**src/sv/b64lw_pkg.sv**
```systemverilog
// b64lw_pkg: shared types, character codes and alphabet mapping for the
// base64 line-wrapping encoder. No dependencies.
package b64lw_pkg;

  // character codes
  localparam logic [7:0] CH_PAD = 8'd61;
  localparam logic [7:0] CH_NL  = 8'd10;

  // widths
  localparam int unsigned CountW = 3;   // up to six characters per transaction
  localparam int unsigned WcntW  = 16;

  // results caused by one input transaction: an optional group of four
  // characters followed by newlines
  typedef struct packed {
    logic [3:0][7:0]    grp;
    logic               has_grp;
    logic [CountW-1:0]  count;
    logic               done;
    logic [WcntW-1:0]   wcount;
  } burst_t;

  // map a 6-bit index through A-Z a-z 0-9 + /
  function automatic logic [7:0] b64_char(input logic [5:0] idx);
    logic [7:0] wide;
    wide = {2'b00, idx};
    if (idx < 6'd26) begin
      b64_char = wide + 8'd65;
    end else if (idx < 6'd52) begin
      b64_char = wide + 8'd71;        // 'a' - 26
    end else if (idx < 6'd62) begin
      b64_char = wide - 8'd4;         // '0' - 52
    end else if (idx == 6'd62) begin
      b64_char = 8'd43;               // '+'
    end else begin
      b64_char = 8'd47;               // '/'
    end
  endfunction

endpackage

```
**src/sv/b64lw_encode.sv**
```systemverilog
// b64lw_encode: message state registers and the single-pass logic that turns
// one input transaction into a burst of result characters.
// Depends on b64lw_pkg.
module b64lw_encode #(
  parameter int unsigned LINE_LENGTH = 76
) (
  input  logic                clk,
  input  logic                rst_n,
  input  logic                fire,
  input  logic [7:0]          data_byte,
  input  logic                has_byte,
  input  logic                end_of_message,
  input  logic                wrap_en,
  output b64lw_pkg::burst_t   burst
);

  localparam logic [7:0] LineLen = 8'(LINE_LENGTH);

  logic [15:0] pend_r,  pend_nxt;
  logic [1:0]  fill_r,  fill_nxt;
  logic [7:0]  lf_r,    lf_nxt;
  logic [15:0] nt_r,    nt_nxt;

  logic        grp_full, g_part, g_emit, nb2, nb3, wrap_nl, close_nl;
  logic [15:0] pend_a, nt_a;
  logic [1:0]  fill_a;
  logic [7:0]  b1, b2, b3, lf_sum, lf_wrapped, lf_a;
  logic [5:0]  i1, i2, i3, i4;

  // group assembly, line position and newline decisions
  always_comb begin
    grp_full = has_byte && (fill_r == 2'd2);
    if (has_byte && !grp_full) begin
      pend_a = {pend_r[7:0], data_byte};
      fill_a = fill_r + 2'd1;
    end else if (grp_full) begin
      pend_a = '0;
      fill_a = '0;
    end else begin
      pend_a = pend_r;
      fill_a = fill_r;
    end

    g_part = end_of_message && !grp_full && (fill_a != 2'd0);
    g_emit = grp_full || g_part;

    if (grp_full) begin
      b1 = pend_r[15:8];
      b2 = pend_r[7:0];
      b3 = data_byte;
    end else if (fill_a == 2'd2) begin
      b1 = pend_a[15:8];
      b2 = pend_a[7:0];
      b3 = '0;
    end else begin
      b1 = pend_a[7:0];
      b2 = '0;
      b3 = '0;
    end
    nb3 = grp_full;
    nb2 = grp_full || (fill_a == 2'd2);

    i1 = b1[7:2];
    i2 = {b1[1:0], b2[7:4]};
    i3 = {b2[3:0], b3[7:6]};
    i4 = b3[5:0];

    lf_sum     = lf_r + 8'd4;
    lf_wrapped = (lf_sum >= LineLen) ? (lf_sum - LineLen) : lf_sum;
    lf_a       = g_emit ? lf_wrapped : lf_r;

    wrap_nl  = g_emit && wrap_en && (lf_wrapped == 8'd0);
    nt_a     = (wrap_nl && (nt_r != 16'hFFFF)) ? (nt_r + 16'd1) : nt_r;
    close_nl = end_of_message && wrap_en;

    burst.grp[0]  = b64lw_pkg::b64_char(i1);
    burst.grp[1]  = b64lw_pkg::b64_char(i2);
    burst.grp[2]  = nb2 ? b64lw_pkg::b64_char(i3) : b64lw_pkg::CH_PAD;
    burst.grp[3]  = nb3 ? b64lw_pkg::b64_char(i4) : b64lw_pkg::CH_PAD;
    burst.has_grp = g_emit;
    burst.count   = (g_emit ? 3'd4 : 3'd0) + {2'b00, wrap_nl} + {2'b00, close_nl};
    burst.done    = end_of_message;
    burst.wcount  = nt_a;

    // end of message returns everything to the idle message state
    if (end_of_message) begin
      pend_nxt = '0;
      fill_nxt = '0;
      lf_nxt   = '0;
      nt_nxt   = '0;
    end else begin
      pend_nxt = pend_a;
      fill_nxt = fill_a;
      lf_nxt   = lf_a;
      nt_nxt   = nt_a;
    end
  end

  // message state
  always_ff @(posedge clk) begin
    if (!rst_n) begin
      pend_r <= '0;
      fill_r <= '0;
      lf_r   <= '0;
      nt_r   <= '0;
    end else if (fire) begin
      pend_r <= pend_nxt;
      fill_r <= fill_nxt;
      lf_r   <= lf_nxt;
      nt_r   <= nt_nxt;
    end
  end

endmodule

```
**src/sv/b64lw_serial.sv**
```systemverilog
// b64lw_serial: holds one burst of result characters and hands them out one
// per cycle unless stalled, via a registered output stage. Uses b64lw_pkg.
module b64lw_serial (
  input  logic               clk,
  input  logic               rst_n,
  input  logic               load,
  input  b64lw_pkg::burst_t  burst_in,
  output logic               busy,
  output logic               out_valid,
  input  logic               out_stall,
  output logic [7:0]         out_char,
  output logic               out_last_of_run,
  output logic               out_message_done,
  output logic [15:0]        out_wrap_count
);

  b64lw_pkg::burst_t burst_r;
  logic              bvld_r;
  logic [2:0]        idx_r;
  logic              out_valid_r;
  logic [7:0]        char_r;
  logic              last_r, done_r;
  logic [15:0]       wcnt_r;

  logic              out_free, send, last;
  logic [7:0]        cur_char;

  // pick the next character of the held burst
  always_comb begin
    out_free = !out_valid_r || !out_stall;
    send     = bvld_r && out_free;
    last     = (idx_r == (burst_r.count - 3'd1));
    if (burst_r.has_grp && !idx_r[2]) begin
      cur_char = burst_r.grp[idx_r[1:0]];
    end else begin
      cur_char = b64lw_pkg::CH_NL;
    end
    busy = bvld_r && !(send && last);
  end

  // burst holding register and output stage
  always_ff @(posedge clk) begin
    if (!rst_n) begin
      bvld_r      <= 1'b0;
      idx_r       <= '0;
      out_valid_r <= 1'b0;
    end else begin
      if (send) begin
        out_valid_r <= 1'b1;
        idx_r       <= idx_r + 3'd1;
        if (last) begin
          bvld_r <= 1'b0;
        end
      end else if (out_free) begin
        out_valid_r <= 1'b0;
      end
      if (load) begin
        bvld_r <= 1'b1;
        idx_r  <= '0;
      end
    end
  end

  // payload registers
  always_ff @(posedge clk) begin
    if (load) begin
      burst_r <= burst_in;
    end
    if (send) begin
      char_r <= cur_char;
      last_r <= last;
      done_r <= last && burst_r.done;
      wcnt_r <= (last && burst_r.done) ? burst_r.wcount : 16'd0;
    end
  end

  assign out_valid        = out_valid_r;
  assign out_char         = char_r;
  assign out_last_of_run  = last_r;
  assign out_message_done = done_r;
  assign out_wrap_count   = wcnt_r;

endmodule

```
**src/sv/base64_line_wrap_encoder.sv**
```systemverilog
// base64_line_wrap_encoder: streaming base64 encoder with optional line wrap.
// The first result character passes the burst holding register, then the
// output register. Throughput: one result character per cycle while
// out_stall is low; an item gives n results (four per completed group, plus
// newlines); the input stalls while a burst still has results to send.
// Reset (rst_n, synchronous): wrap enabled, message state and queues cleared.
module base64_line_wrap_encoder #(
  parameter int unsigned LINE_LENGTH = 76
) (
  input  logic        clk,
  input  logic        rst_n,
  // configuration
  input  logic        cfg_valid,
  output logic        cfg_ready,
  input  logic        cfg_wrap_enable,
  // input channel
  input  logic        in_valid,
  output logic        in_stall,
  input  logic [7:0]  in_data_byte,
  input  logic        in_has_byte,
  input  logic        in_end_of_message,
  // result channel
  output logic        out_valid,
  input  logic        out_stall,
  output logic [7:0]  out_char,
  output logic        out_last_of_run,
  output logic        out_message_done,
  output logic [15:0] out_wrap_count
);

  logic              wrap_en_r;
  logic              in_fire, busy, load;
  b64lw_pkg::burst_t burst;

  // configuration register
  assign cfg_ready = 1'b1;
  always_ff @(posedge clk) begin
    if (!rst_n) begin
      wrap_en_r <= 1'b1;
    end else if (cfg_valid && cfg_ready) begin
      wrap_en_r <= cfg_wrap_enable;
    end
  end

  // input transaction handshake
  assign in_stall = busy;
  assign in_fire  = in_valid && !in_stall;
  assign load     = in_fire && (burst.count != 3'd0);

  b64lw_encode #(
    .LINE_LENGTH (LINE_LENGTH)
  ) u_encode (
    .clk            (clk),
    .rst_n          (rst_n),
    .fire           (in_fire),
    .data_byte      (in_data_byte),
    .has_byte       (in_has_byte),
    .end_of_message (in_end_of_message),
    .wrap_en        (wrap_en_r),
    .burst          (burst)
  );

  b64lw_serial u_serial (
    .clk              (clk),
    .rst_n            (rst_n),
    .load             (load),
    .burst_in         (burst),
    .busy             (busy),
    .out_valid        (out_valid),
    .out_stall        (out_stall),
    .out_char         (out_char),
    .out_last_of_run  (out_last_of_run),
    .out_message_done (out_message_done),
    .out_wrap_count   (out_wrap_count)
  );

  // the end of a message is always the last character of its transaction
  a_done_is_last: assert property (@(posedge clk) disable iff (!rst_n)
    out_valid && out_message_done |-> out_last_of_run)
    else $error("message_done without last_of_run");

  // wrap count only travels with message_done
  a_wcount_zero: assert property (@(posedge clk) disable iff (!rst_n)
    out_valid && !out_message_done |-> out_wrap_count == 16'd0)
    else $error("wrap_count set on a non-final character");

  // a load never lands on a burst that still has characters left
  a_no_overwrite: assert property (@(posedge clk) disable iff (!rst_n)
    load |=> !$past(busy))
    else $error("burst overwritten while busy");

  // a stalled output character holds
  a_out_hold: assert property (@(posedge clk) disable iff (!rst_n)
    out_valid && out_stall |=> out_valid && $stable(out_char))
    else $error("stalled output changed");

endmodule
```
**config.mk**
```make
export PLATFORM = sky130hd
export DESIGN_NAME = base64_line_wrap_encoder
export DESIGN_NICKNAME = d
export VERILOG_FILES = /design/src/sv/b64lw_pkg.sv /design/src/sv/b64lw_encode.sv /design/src/sv/b64lw_serial.sv /design/src/sv/base64_line_wrap_encoder.sv
export SDC_FILE = /design/constraint.sdc
export NUM_CORES = 1
export LEC_CHECK = 0
export BUFFER_PORTS_ARGS = -buffer_cell sky130_fd_sc_hd__buf_2
export CAP_MARGIN = 0
export CORE_ASPECT_RATIO = 1.5
export CORE_UTILIZATION = 41
export DETAILED_ROUTE_END_ITERATION = 16
export PLACE_DENSITY = 0.62
export SETUP_SLACK_MARGIN = 0.02
export SLEW_MARGIN = 20
export SYNTH_ARGS = -nofsm -noshare
export SYNTH_HDL_FRONTEND = slang
export SYNTH_SLANG_ARGS = --single-unit
```
**constraint.sdc**
```tcl
create_clock -name clk -period 6.9 [get_ports clk]
set_clock_uncertainty 0.15 [all_clocks]
set_input_delay 1.035 -clock clk [delete_from_list [all_inputs] [get_ports clk]]
set_output_delay 1.035 -clock clk [all_outputs]
set_load 0.02 [all_outputs]
```
==> flow_summary_export.csv <==
group,metric,value,unit
logic_synthesis,synth_ff_type,"edfxtp_1",
pwr,intPower,1.41,mW
layout,diodes,0,
die,io_pins,45,
clock_tree,clockBufferDepth,2,
timing,report.final.hold_viol_count,0,
logic_synthesis,synth-async-reset-ratio,0,%
flow_run,drv_cap,0,
setup_path,startpoint_type,"flip-flop",
pwr,pwr-share-comb,10.2,%
setup_path,path_buf_inv,2,
global_route,grt_max_degree,37,
routing,routed_wl,17.6,mm
placed_design,hpwlAfterDp,12.9,mm
layout,nets,837,
layout,drive_gt1_share,15.8,%
setup_path,slowest_delay,0.57,ns
setup_path,path_cells,"inv_1, ha_1, or3_1, a221o_1, a211oi_2, a2bb2oi_2, o2111ai_4, ha_1, a21oi_4, buf_4",
hold_path,hold_path.class,"flip-flop to flip-flop",
setup_path,cp_slowest_cell,"a21oi_4",
pwr,power_frac_clock,46.4,%
layout,final_util,47.6,%
die,num_rows,59,
setup_path,critPathMaxFanout,32,
timing,setup_tns,0,ns
setup_path,critPathCaptureType,"flip-flop",
pwr,p_per_area,233,mW/mm²
placed_design,place.gp.congestion,0.817,
die,start_util,42.3,%
pwr,ir_drop,0.157,mV
status,status,"complete, but fails checks",
die,fp.dieW,112,µm
logic_synthesis,synth_edf_count,78,
timing,worst_pin_slew,1.07,ns
global_route,grt_antenna_before_repair,0,
placed_design,port_buffers,43,
clock_tree,insertion_delay,0.42,ns
routing,drtAntennaViolNets,0,
global_route,grt_overflow_total,0,
pwr,sw_frac_of_total,27.2,%
routing,via_per_inst,5.87,
routing,dr_total_vias,5958,
status,violations,"design-rule violations",
setup_path,cp_top_family,"compound AO/OA/AOI/OAI gates",
logic_synthesis,netlist_instances,765,
timing,period_needed,4.33,ns
clock_tree,path_clk_slew,0.07,ns
clock_tree,clock-root-buffer,"clkbuf_16",
routing,dr.pass1.iters,11,
timing,rsz0062_at_grt,"false",
die,coreArea,0.0175,mm²
die,dieArea,0.0186,mm²
timing,max_freq,231,MHz
pwr,seqPwrFrac,43.4,%
routing,wl_per_cell,17.3,µm
setup_path,cp_common_cell,"ha_1",
timing,drv_slew,0,
clock_tree,cts.sinks,124,
logic_synthesis,seq_area_frac_synth,44.1,%
logic_synthesis,syn_avg_cell_area,9.68,µm²
timing,final.period_utilization,62.8,%
logic_synthesis,syn_nets,813,
layout,fillers,1633,
pwr,p_leak,3.20,nW
clock_tree,numCtsBuffers,17,
global_route,grt_pass1_wl,27.9,mm
logic_synthesis,yosysWarnings,0,
timing,setup_viol,0,
routing,remaining_drc_errors,3,
clock_tree,cts_max_level,4,
global_route,grt.total_usage,18.9,%
clock_tree,cts_tree,"done",
clock_tree,post-cts-setup-buffers,0,
clock_tree,cts_resized,0,
setup_path,required,6.82,ns
layout,syn_to_final_growth,12.5,%
logic_synthesis,syn_area,0.00740,mm²
pwr,p_sw,527,µW
logic_synthesis,ys_ff_latch,124,
die,dieHeight,167,µm
timing,max_slew_margin,28.7,%
setup_path,worstSetupPathType,"flip-flop to flip-flop",
routing,drtIter0Drc,489,
logic_synthesis,synth_cell_types,87,
global_route,grt_pass1_vias,5595,
setup_path,arrival,4.25,ns
clock_tree,postCtsHoldBufs,0,
==> state kept, by name, indices dropped and copies added (netlist names) <==
signal                     count
u_serial.burst_r              52
u_encode.nt_r                 16
u_encode.pend_r               16
u_serial.out_wrap_count       16
u_serial.out_char              8
u_encode.lf_r                  6
u_serial.idx_r                 3
u_encode.fill_r                2
u_serial.bvld_r                1
u_serial.out_last_of_run       1
u_serial.out_message_done      1
u_serial.out_valid             1
wrap_en_r                      1
==> through the flow <==
step / hold slack (ns) / worst slack, ns / area (µm²) / power [mW] / cells
finish: 0.361 / 2.57 / 8330 / 1.94 / 1015
detailed placement: 0.336 / 2.45 / 7730 / 1.05 / 983
global route: 0.389 / 2.29 / 8330 / 2.00 / 1015
floorplan: 0.304 / 1.18 / 7400 / 0.996 / 765
global placement: 0.324 / 2.59 / 7730 / 1.05 / 983
CTS: 0.359 / 2.58 / 8320 / 1.95 / 1015
==> worst paths after layout <==
path                                                 startpoint  slack, ns                            endpoint  cells after the start
worst max-delay path              u_encode.lf_r[2]$_SDFFE_PN0P_       2.57  u_serial.burst_r[40]$_SDFFCE_PN1P_                     10
worst min-delay path            u_encode.pend_r[9]$_SDFFE_PN0P_       0.36     u_encode.pend_r[9]$_SDFFE_PN0P_                      2
worst max register to register    u_encode.lf_r[2]$_SDFFE_PN0P_       2.57  u_serial.burst_r[40]$_SDFFCE_PN1P_                     10
worst min register to register  u_encode.pend_r[9]$_SDFFE_PN0P_       0.36     u_encode.pend_r[9]$_SDFFE_PN0P_                      2
==> kinds of logic (layout without fill, tap and decap cells) <==
group,Yosys count,in the layout,synth area share [%]
simple gates,304,304,21.6
other cells,1,1,0.0507
compound gates,181,181,17.3
xor+xnor,30,30,3.55
buf+inv,78,115,4.56
fa+ha+maj,32,32,5.41
mux,15,15,3.43
flops,124,124,44.1
==> cells in the mapped netlist (4+ instances only) <==
cell,number,area (µm²)
nand2b_1,8,50.1
or4_1,4,30.0
a21oi_1,43,215
clkbuf_1,29,109
inv_2,4,15.0
xor2_1,10,87.6
o21a_1,4,30.0
or3_1,13,81.3
a22oi_1,24,180
nand2_1,63,236
o211ai_1,11,82.6
edfxtp_1,78,2340
nor2_1,73,274
dfxtp_1,46,921
o22a_1,4,35.0
o21ai_0,24,120
and2_1,9,56.3
nor2b_1,14,87.6
buf_2,7,35.0
o21ai_1,7,35.0
xnor2_1,20,175
nand3b_1,10,75.1
and3_1,27,169
inv_1,32,120
nand4_1,5,31.3
mux2i_1,4,40.0
o221ai_1,4,35.0
mux4_2,8,180
a221oi_1,5,43.8
a22o_1,4,35.0
nand3_1,28,140
a31oi_1,6,37.5
nor3_1,20,100
a31o_2,4,35.0
ha_1,32,400
==> layer usage <==
| layer | track usage (%) | wire, µm |
|---|---|---|
| met1 | 21.9 | 7400 |
| met2 | 33.4 | 9030 |
| met3 | 3.06 | 645 |
| met4 | 9.11 | 489 |
| met5 | 0 | 0 |
==> power by group through the flow <==
stage                     Clock, mW  Combinational (mW)  Sequential [mW]
after floorplan                   0               0.131            0.865
final                         0.898               0.197            0.841
after detailed placement          0               0.196            0.858
after CTS                     0.914               0.197            0.842
after global placement            0               0.191            0.857
after global routing          0.938               0.214            0.844
==> layout by cell type, fill, tap and decap left out, drive strengths merged, types with 6 or more instances in the layout <==
cell / Yosys / layout
edfxtp: 78 / 78
nor2: 75 / 75
nand2: 65 / 65
dfxtp: 46 / 46
buf: 10 / 46
inv: 37 / 46
a21oi: 44 / 44
ha: 32 / 32
o21ai: 31 / 31
nand3: 29 / 29
and3: 27 / 27
a22oi: 24 / 24
nor3: 22 / 22
xnor2: 20 / 20
clkbuf: 31 / 17
nor2b: 14 / 14
or3: 13 / 13
o211ai: 11 / 11
and2: 11 / 11
xor2: 10 / 10
nand3b: 10 / 10
nand2b: 8 / 8
mux4: 8 / 8
nand4: 7 / 7
a31oi: 6 / 6
==> cell type report <==
type	count	area, µm²	share of cell area [%]
inverter	37	144	1.73
tap	213	267	3.20
multi-input combinational	563	3820	45.9
clock buffer	17	425	5.11
timing repair buffer	46	238	2.85
clock inverter	15	171	2.06
sequential	124	3260	39.2
==> worst reg2reg max path, cell delays in order, from the launching register on <==
cell       delay, ns
dfxtp_1         0.55
inv_1           0.15
ha_1            0.29
or3_1           0.32
a221o_1         0.34
a211oi_2        0.35
a2bb2oi_2       0.23
o2111ai_4       0.24
ha_1            0.30
a21oi_4         0.57
buf_4           0.48
Note: power is estimated with default switching activity, not from simulation.
